**config.mk**
```make
export PLATFORM = sky130hd
export DESIGN_NAME = mips_load_store_align_unit
export DESIGN_NICKNAME = d
export VERILOG_FILES = /design/src/hw/rtl/lsau_pkg.sv /design/src/hw/rtl/lsau_exec.sv /design/src/hw/rtl/mips_load_store_align_unit.sv
export SDC_FILE = /design/constraint.sdc
export NUM_CORES = 1
export LEC_CHECK = 0
export BUFFER_PORTS_ARGS = -buffer_cell sky130_fd_sc_hd__buf_2
export CAP_MARGIN = 0
export CORE_MARGIN = 2
export CORE_UTILIZATION = 29
export DETAILED_ROUTE_END_ITERATION = 12
export GPL_TIMING_DRIVEN = 0
export MAX_ROUTING_LAYER = met4
export PLACE_DENSITY_LB_ADDON = 0.1
export SYNTH_ARGS = -nofsm -noshare
export SYNTH_HDL_FRONTEND = slang
export SYNTH_SLANG_ARGS = --single-unit
```
**constraint.sdc**
```tcl
create_clock -name i_clk -period 36.5 [get_ports i_clk]
set_input_delay 10.95 -clock i_clk [delete_from_list [all_inputs] [get_ports i_clk]]
set_output_delay 10.95 -clock i_clk [all_outputs]
set_load 0.02 [all_outputs]
```
**src/hw/rtl/lsau_pkg.sv**
```systemverilog
`default_nettype none

package lsau_pkg;

    // Operation codes
    localparam logic [4:0] OP_LUI  = 5'd0;
    localparam logic [4:0] OP_MFLO = 5'd1;
    localparam logic [4:0] OP_MFHI = 5'd2;
    localparam logic [4:0] OP_MTLO = 5'd3;
    localparam logic [4:0] OP_MTHI = 5'd4;
    localparam logic [4:0] OP_LB   = 5'd5;
    localparam logic [4:0] OP_LBU  = 5'd6;
    localparam logic [4:0] OP_LH   = 5'd7;
    localparam logic [4:0] OP_LHU  = 5'd8;
    localparam logic [4:0] OP_LW   = 5'd9;
    localparam logic [4:0] OP_LWL  = 5'd10;
    localparam logic [4:0] OP_LWR  = 5'd11;
    localparam logic [4:0] OP_SB   = 5'd12;
    localparam logic [4:0] OP_SH   = 5'd13;
    localparam logic [4:0] OP_SW   = 5'd14;
    localparam logic [4:0] OP_SWL  = 5'd15;
    localparam logic [4:0] OP_SWR  = 5'd16;

    // Bus write sizes
    localparam logic [1:0] SIZE_BYTE = 2'd0;
    localparam logic [1:0] SIZE_HALF = 2'd1;
    localparam logic [1:0] SIZE_WORD = 2'd2;

    // Byte lanes within a word
    localparam logic [1:0] LANE_0 = 2'd0;
    localparam logic [1:0] LANE_1 = 2'd1;
    localparam logic [1:0] LANE_2 = 2'd2;

    // Merge masks for partial-word loads and stores
    localparam logic [31:0] MASK_LO24 = 32'h00FF_FFFF;
    localparam logic [31:0] MASK_LO16 = 32'h0000_FFFF;
    localparam logic [31:0] MASK_LO8  = 32'h0000_00FF;
    localparam logic [31:0] MASK_HI8  = 32'hFF00_0000;
    localparam logic [31:0] MASK_HI16 = 32'hFFFF_0000;
    localparam logic [31:0] MASK_HI24 = 32'hFFFF_FF00;

    // One operation in
    typedef struct packed {
        logic [4:0]         operation;
        logic [31:0]        base_value;
        logic signed [15:0] offset;
        logic [31:0]        rt_value;
        logic [31:0]        memory_word;
    } t_ls_in;

    // One result out
    typedef struct packed {
        logic [31:0] bus_address;
        logic        write_enable;
        logic [1:0]  write_size;
        logic [31:0] write_data;
        logic        reg_write;
        logic [31:0] reg_value;
    } t_ls_out;

    // Update of the kept hi/lo registers
    typedef struct packed {
        logic        wr_hi;
        logic        wr_lo;
        logic [31:0] value;
    } t_hilo_upd;

endpackage

`default_nettype wire

```
**src/hw/rtl/lsau_exec.sv**
```systemverilog
`default_nettype none

module lsau_exec (
    input  wire lsau_pkg::t_ls_in     i_op,
    input  wire logic                 i_cache_isolated,
    input  wire logic [31:0]          i_hi,
    input  wire logic [31:0]          i_lo,
    output lsau_pkg::t_ls_out         o_res,
    output lsau_pkg::t_hilo_upd       o_hilo
);

    logic [31:0] ea;
    logic [31:0] aligned;
    logic [1:0]  lane;
    logic [31:0] mem;
    logic [31:0] rt;
    logic [7:0]  ld_byte;
    logic [15:0] ld_half;
    logic        mem_op;
    lsau_pkg::t_ls_out res;

    // Effective address
    assign ea      = i_op.base_value + {{16{i_op.offset[15]}}, i_op.offset};
    assign aligned = {ea[31:2], 2'b00};
    assign lane    = ea[1:0];
    assign mem     = i_op.memory_word;
    assign rt      = i_op.rt_value;
    assign mem_op  = (i_op.operation >= lsau_pkg::OP_LB) &&
                     (i_op.operation <= lsau_pkg::OP_SWR);

    // Byte and halfword lane select
    always_comb begin
        case (lane)
            lsau_pkg::LANE_0: ld_byte = mem[7:0];
            lsau_pkg::LANE_1: ld_byte = mem[15:8];
            lsau_pkg::LANE_2: ld_byte = mem[23:16];
            default:          ld_byte = mem[31:24];
        endcase
    end
    assign ld_half = ea[1] ? mem[31:16] : mem[15:0];

    // Operation decode and data alignment
    always_comb begin
        res    = '0;
        o_hilo = '0;
        o_hilo.value = i_op.base_value;
        case (i_op.operation)
            lsau_pkg::OP_LUI: begin
                res.reg_write = 1'b1;
                res.reg_value = {i_op.offset, 16'h0000};
            end
            lsau_pkg::OP_MFLO: begin
                res.reg_write = 1'b1;
                res.reg_value = i_lo;
            end
            lsau_pkg::OP_MFHI: begin
                res.reg_write = 1'b1;
                res.reg_value = i_hi;
            end
            lsau_pkg::OP_MTLO: o_hilo.wr_lo = 1'b1;
            lsau_pkg::OP_MTHI: o_hilo.wr_hi = 1'b1;
            lsau_pkg::OP_LB: begin
                res.bus_address = ea;
                res.reg_write   = 1'b1;
                res.reg_value   = {{24{ld_byte[7]}}, ld_byte};
            end
            lsau_pkg::OP_LBU: begin
                res.bus_address = ea;
                res.reg_write   = 1'b1;
                res.reg_value   = {24'h000000, ld_byte};
            end
            lsau_pkg::OP_LH: begin
                res.bus_address = ea;
                res.reg_write   = 1'b1;
                res.reg_value   = {{16{ld_half[15]}}, ld_half};
            end
            lsau_pkg::OP_LHU: begin
                res.bus_address = ea;
                res.reg_write   = 1'b1;
                res.reg_value   = {16'h0000, ld_half};
            end
            lsau_pkg::OP_LW: begin
                res.bus_address = aligned;
                res.reg_write   = 1'b1;
                res.reg_value   = mem;
            end
            lsau_pkg::OP_LWL: begin
                res.bus_address = aligned;
                res.reg_write   = 1'b1;
                case (lane)
                    lsau_pkg::LANE_0: res.reg_value = (rt & lsau_pkg::MASK_LO24) | (mem << 24);
                    lsau_pkg::LANE_1: res.reg_value = (rt & lsau_pkg::MASK_LO16) | (mem << 16);
                    lsau_pkg::LANE_2: res.reg_value = (rt & lsau_pkg::MASK_LO8) | (mem << 8);
                    default:          res.reg_value = mem;
                endcase
            end
            lsau_pkg::OP_LWR: begin
                res.bus_address = aligned;
                res.reg_write   = 1'b1;
                case (lane)
                    lsau_pkg::LANE_0: res.reg_value = mem;
                    lsau_pkg::LANE_1: res.reg_value = (rt & lsau_pkg::MASK_HI8) | (mem >> 8);
                    lsau_pkg::LANE_2: res.reg_value = (rt & lsau_pkg::MASK_HI16) | (mem >> 16);
                    default:          res.reg_value = (rt & lsau_pkg::MASK_HI24) | (mem >> 24);
                endcase
            end
            lsau_pkg::OP_SB: begin
                res.bus_address  = ea;
                res.write_enable = 1'b1;
                res.write_size   = lsau_pkg::SIZE_BYTE;
                res.write_data   = rt & lsau_pkg::MASK_LO8;
            end
            lsau_pkg::OP_SH: begin
                res.bus_address  = ea;
                res.write_enable = 1'b1;
                res.write_size   = lsau_pkg::SIZE_HALF;
                res.write_data   = rt & lsau_pkg::MASK_LO16;
            end
            lsau_pkg::OP_SW: begin
                res.bus_address  = ea;
                res.write_enable = 1'b1;
                res.write_size   = lsau_pkg::SIZE_WORD;
                res.write_data   = rt;
            end
            lsau_pkg::OP_SWL: begin
                res.bus_address  = aligned;
                res.write_enable = 1'b1;
                res.write_size   = lsau_pkg::SIZE_WORD;
                case (lane)
                    lsau_pkg::LANE_0: res.write_data = (mem & lsau_pkg::MASK_HI24) | (rt >> 24);
                    lsau_pkg::LANE_1: res.write_data = (mem & lsau_pkg::MASK_HI16) | (rt >> 16);
                    lsau_pkg::LANE_2: res.write_data = (mem & lsau_pkg::MASK_HI8) | (rt >> 8);
                    default:          res.write_data = rt;
                endcase
            end
            lsau_pkg::OP_SWR: begin
                res.bus_address  = aligned;
                res.write_enable = 1'b1;
                res.write_size   = lsau_pkg::SIZE_WORD;
                case (lane)
                    lsau_pkg::LANE_0: res.write_data = rt;
                    lsau_pkg::LANE_1: res.write_data = (mem & lsau_pkg::MASK_LO8) | (rt << 8);
                    lsau_pkg::LANE_2: res.write_data = (mem & lsau_pkg::MASK_LO16) | (rt << 16);
                    default:          res.write_data = (mem & lsau_pkg::MASK_LO24) | (rt << 24);
                endcase
            end
            default: begin
                res = '0;
            end
        endcase

        // Cache isolation: address still shown, no bus or register effect
        if (mem_op && i_cache_isolated) begin
            res.write_enable = 1'b0;
            res.write_size   = lsau_pkg::SIZE_BYTE;
            res.write_data   = '0;
            res.reg_write    = 1'b0;
            res.reg_value    = '0;
        end
    end

    assign o_res = res;

endmodule

`default_nettype wire

```
**src/hw/rtl/mips_load_store_align_unit.sv**
```systemverilog
// An accepted input is held in the input register, then passes through the alignment
// datapath into the output register, where a stalled output holds it.
// Throughput: one operation per cycle unless the output stalls; the input register feeds
// one pass of address add and lane alignment into the result register.
// Reset (i_rst_n low, synchronous): pipeline empty, hi/lo cleared, cache
// isolation off. A held result stalls the input only when both stages are full.
`default_nettype none

module mips_load_store_align_unit (
    input  wire logic               i_clk,
    input  wire logic               i_rst_n,
    input  wire logic               i_cfg_we,
    input  wire logic               i_cfg_data,
    input  wire logic               i_in_valid,
    output logic                    o_in_stall,
    input  wire lsau_pkg::t_ls_in   i_in_data,
    output logic                    o_out_valid,
    input  wire logic               i_out_stall,
    output lsau_pkg::t_ls_out       o_out_data
);

    logic                 r_cache_isolated;
    logic [31:0]          r_hi;
    logic [31:0]          r_lo;
    logic                 r_in_valid;
    lsau_pkg::t_ls_in     r_in;
    logic                 r_out_valid;
    lsau_pkg::t_ls_out    r_out;
    lsau_pkg::t_ls_out    n_out;
    lsau_pkg::t_hilo_upd  hilo_upd;
    logic                 advance;
    logic                 in_xfer;

    // Stage handshake
    assign advance    = !r_out_valid || !i_out_stall;
    assign o_in_stall = r_in_valid && !advance;
    assign in_xfer    = i_in_valid && !o_in_stall;

    // Alignment datapath
    lsau_exec u_exec (
        .i_op             (r_in),
        .i_cache_isolated (r_cache_isolated),
        .i_hi             (r_hi),
        .i_lo             (r_lo),
        .o_res            (n_out),
        .o_hilo           (hilo_upd)
    );

    // Control state, hi/lo and configuration
    always_ff @(posedge i_clk) begin
        if (!i_rst_n) begin
            r_cache_isolated <= 1'b0;
            r_hi             <= '0;
            r_lo             <= '0;
            r_in_valid       <= 1'b0;
            r_out_valid      <= 1'b0;
        end else begin
            if (i_cfg_we) begin
                r_cache_isolated <= i_cfg_data;
            end
            if (r_in_valid && advance) begin
                if (hilo_upd.wr_hi) begin
                    r_hi <= hilo_upd.value;
                end
                if (hilo_upd.wr_lo) begin
                    r_lo <= hilo_upd.value;
                end
            end
            if (advance) begin
                r_out_valid <= r_in_valid;
            end
            if (in_xfer) begin
                r_in_valid <= 1'b1;
            end else if (advance) begin
                r_in_valid <= 1'b0;
            end
        end
    end

    // Payload registers
    always_ff @(posedge i_clk) begin
        if (in_xfer) begin
            r_in <= i_in_data;
        end
        if (r_in_valid && advance) begin
            r_out <= n_out;
        end
    end

    assign o_out_valid = r_out_valid;
    assign o_out_data  = r_out;

endmodule

`default_nettype wire

```
==> results.json <==
{
  "status": "finished, final reports clean",
  "startpoint_type": "primary input",
  "synth_nets": 1591,
  "relSlewSlack_pct": 14.3,
  "worst_setup_path_end_kind": "primary output",
  "clock_sinks": 284,
  "setup_ws_ps": 14030,
  "synth-adder-area-share_pct": 2.74,
  "drv_cap": 0,
  "drc": 0,
  "syn_to_final_growth_pct": 22.4,
  "io_pins": 225,
  "finalInstanceArea_mm2": 0.0182,
  "hold_path_depth": 2,
  "layout-drive-gt1-share_pct": 21.2,
  "grt_antenna_before_repair": 0,
  "required_ps": 25550,
  "crit_chain": "buf_2, and3_1, buf_2",
  "path_max_fanout": 3,
  "slew_viol_final": 0,
  "rrSetupSlack_ps": 32440,
  "async_flop_share_pct": 0,
  "fin_hold_ws_ps": 463,
  "postCtsSetupBuffers": 0,
  "synth_cells": 1436,
  "worstHoldStart": "r_lo[8]",
  "path_class": "in2out",
  "hp-class": "reg2reg",
  "rsz0062_at_grt": "no",
  "hold_buffers": 0,
  "worstPathArrival_ps": 11520,
  "die_h_um": 231,
  "synth_edf_count": 217,
  "start_util_pct": 29.2,
  "drtPass1Iterations": 7,
  "synth_top_family_by_area": "compound AO/OA/AOI/OAI gates",
  "placed_area_mm2": 0.0170,
  "ir_drop_uv": 26.7,
  "worst_r2r_startpoint": "r_in[64]",
  "core-area_mm2": 0.0510,
  "cts-root-buf": "clkbuf_16",
  "synth-xor-area-share_pct": 0.882,
  "hpwl_mm": 47.8,
  "die_w_um": 231,
  "setup_viol": 0,
  "cts_tree": "done",
  "holdPathEnd": "r_lo[8]",
  "htree_levels": 2,
  "critPathLaunch": "i_out_stall",
  "num_rows": 83,
  "clk_latency_ps": 580,
  "wl_per_cell_um": 25.5,
  "avgSynthCellArea_um2": 10.4,
  "yosysWarnings": 0,
  "synth.cell_area_mm2": 0.0149,
  "synth_ff_type": "edfxtp_1",
  "nets": 1862,
  "worst_r2r_endpoint": "o_out_data[33]",
  "ant_nets": 0,
  "grtUsageTotal_pct": 23.4,
  "slowest_stage": "and3_1",
  "vias_per_cell": 5.44,
  "synthSimpleGateAreaFrac_pct": 14.8,
  "ys_seq_area_share_pct": 52.8,
  "post-place-ws_ps": 14040,
  "hold_viol_final": 0,
  "numCtsBuffers": 38,
  "cts_resized": 0,
  "grt_pass1_vias": 12600,
  "cpMostUsedCell": "buf_2",
  "finalClockSkew_ps": 29.3,
  "wirelength_mm": 61.7,
  "grt_max_degree": 33,
  "clockBufferDepth": 3,
  "drtIter0Drc": 1568,
  "ys_types": 71,
  "synth_mux_area_share_pct": 6.35,
  "die_area_mm2": 0.0532,
  "min_period_ps": 22470,
  "clk_pin_slew_worst_paths_ps": 60,
  "port_buffers": 223,
  "fin_util_pct": 35.8,
  "synth_seq_cells": 284,
  "synth_compound_area_share_pct": 19.5,
  "max_freq_mhz": 44.5,
  "fin_crit_sh_pct": 61.5,
  "grt_overflow_total": 0,
  "max_stage_delay_ps": 250,
  "p_per_area_mw_per_mm2": 48.7,
  "leakage_nw": 6.65,
  "route.vias.total": 13200,
  "worstRegToRegCells": 10,
  "worstMarginPinSlew_ps": 1290,
  "gp_congestion": 0.929,
  "tns_ps": 0,
  "grt_pass1_wl_mm": 88.1
}
## metal layers
layer	share of wire, %	vias to the layer above	GRT usage [%]	wire (µm)
li1	-	5987	-	-
met1	46	6444	33.1	28600
met2	43	609	33.8	26600
met3	7.7	111	4.26	4740
met4	2.9	0	7.40	1790
met5	0	-	-	0
## layout by cell type, fill, tap and decap left out, drive strengths merged, types with 19 or more instances in the layout
cell type and instances:
nor2 132, ha 31, dfxtp 67, nor3 33, nand2b 20, buf 274, mux2i 54, edfxtp 217
o21ai 60, clkbuf 97, mux2 24, a21o 19, nand2 218, a222oi 41, a21oi 105, a21boi 67
a22oi 27
## cell families (layout without fill, tap and decap cells)
family,count (synthesis),count (layout)
AND/OR/NAND/NOR,493,493
multiplexers,84,84
buffers and inverters,107,407
other,0,1
flip-flops,284,284
XOR/XNOR,15,15
AO/OA/AOI/OAI,421,421
adder cells (fa/ha/maj),32,32
## worst max-delay path by stage
stage	slack [ps]	end
finish	14030	o_in_stall
global route	14010	o_in_stall
CTS	14030	o_in_stall
detailed placement	14040	o_in_stall
global placement	9200	r_hi[8]
floorplan	14310	o_in_stall
## critical path, delay by kind of cell
family / cells / cell delay (ps)
buffers and inverters: 2 / 320
and+or+nand+nor: 1 / 250
## through the flow
stage,std cells,power [W]
after floorplan,1436,0.000474
after CTS,2415,0.000896
after global routing,2416,0.000922
after global placement,2339,0.000532
after detailed placement,2346,0.000530
final,2417,0.000887
## registers in the layout, indices dropped and copies added, names as in the netlist
signal / flops
o_out_data: 100
r_hi: 32
r_in: 117
r_cache_isolated: 1
r_lo: 32
r_in_valid: 1
o_out_valid: 1
## Yosys cell counts (15+ instances only)
cell	number	share of area (%)
a21boi_0	66	3.3
a21o_1	19	0.96
a21oi_1	104	3.5
a222oi_1	41	2.8
a22oi_1	27	1.4
buf_2	35	1.2
clkbuf_1	45	1.1
dfxtp_1	67	9.0
edfxtp_1	217	44
ha_1	31	2.6
inv_1	15	0.38
mux2_2	24	1.8
mux2i_1	54	3.6
nand2_1	218	5.5
nand2b_1	20	0.84
nand3_1	18	0.60
nor2_1	129	3.3
nor2b_1	17	0.71
nor3_1	32	1.1
o21ai_0	57	1.9
o22ai_1	17	0.71
## final cells by class
cell class,instances,area (µm²)
Antenna cell,1,2.50
Buffer,91,392
Clock buffer,49,1010
Clock inverter,20,184
Fill cell,5244,32800
Inverter,16,60.1
Multi-Input combinational cell,1045,6600
Sequential cell,284,7860
Tap cell,680,851
Timing Repair Buffer,231,1270
## power breakdown
part | internal [W] | switching (W) | total, W
sequential | 0.000365 | 0.0000193 | 0.000385
clock | 0.000212 | 0.000149 | 0.000361
combinational | 0.0000511 | 0.0000898 | 0.000141
total | 0.000629 | 0.000258 | 0.000887
Power figures use the tool's default switching activity.
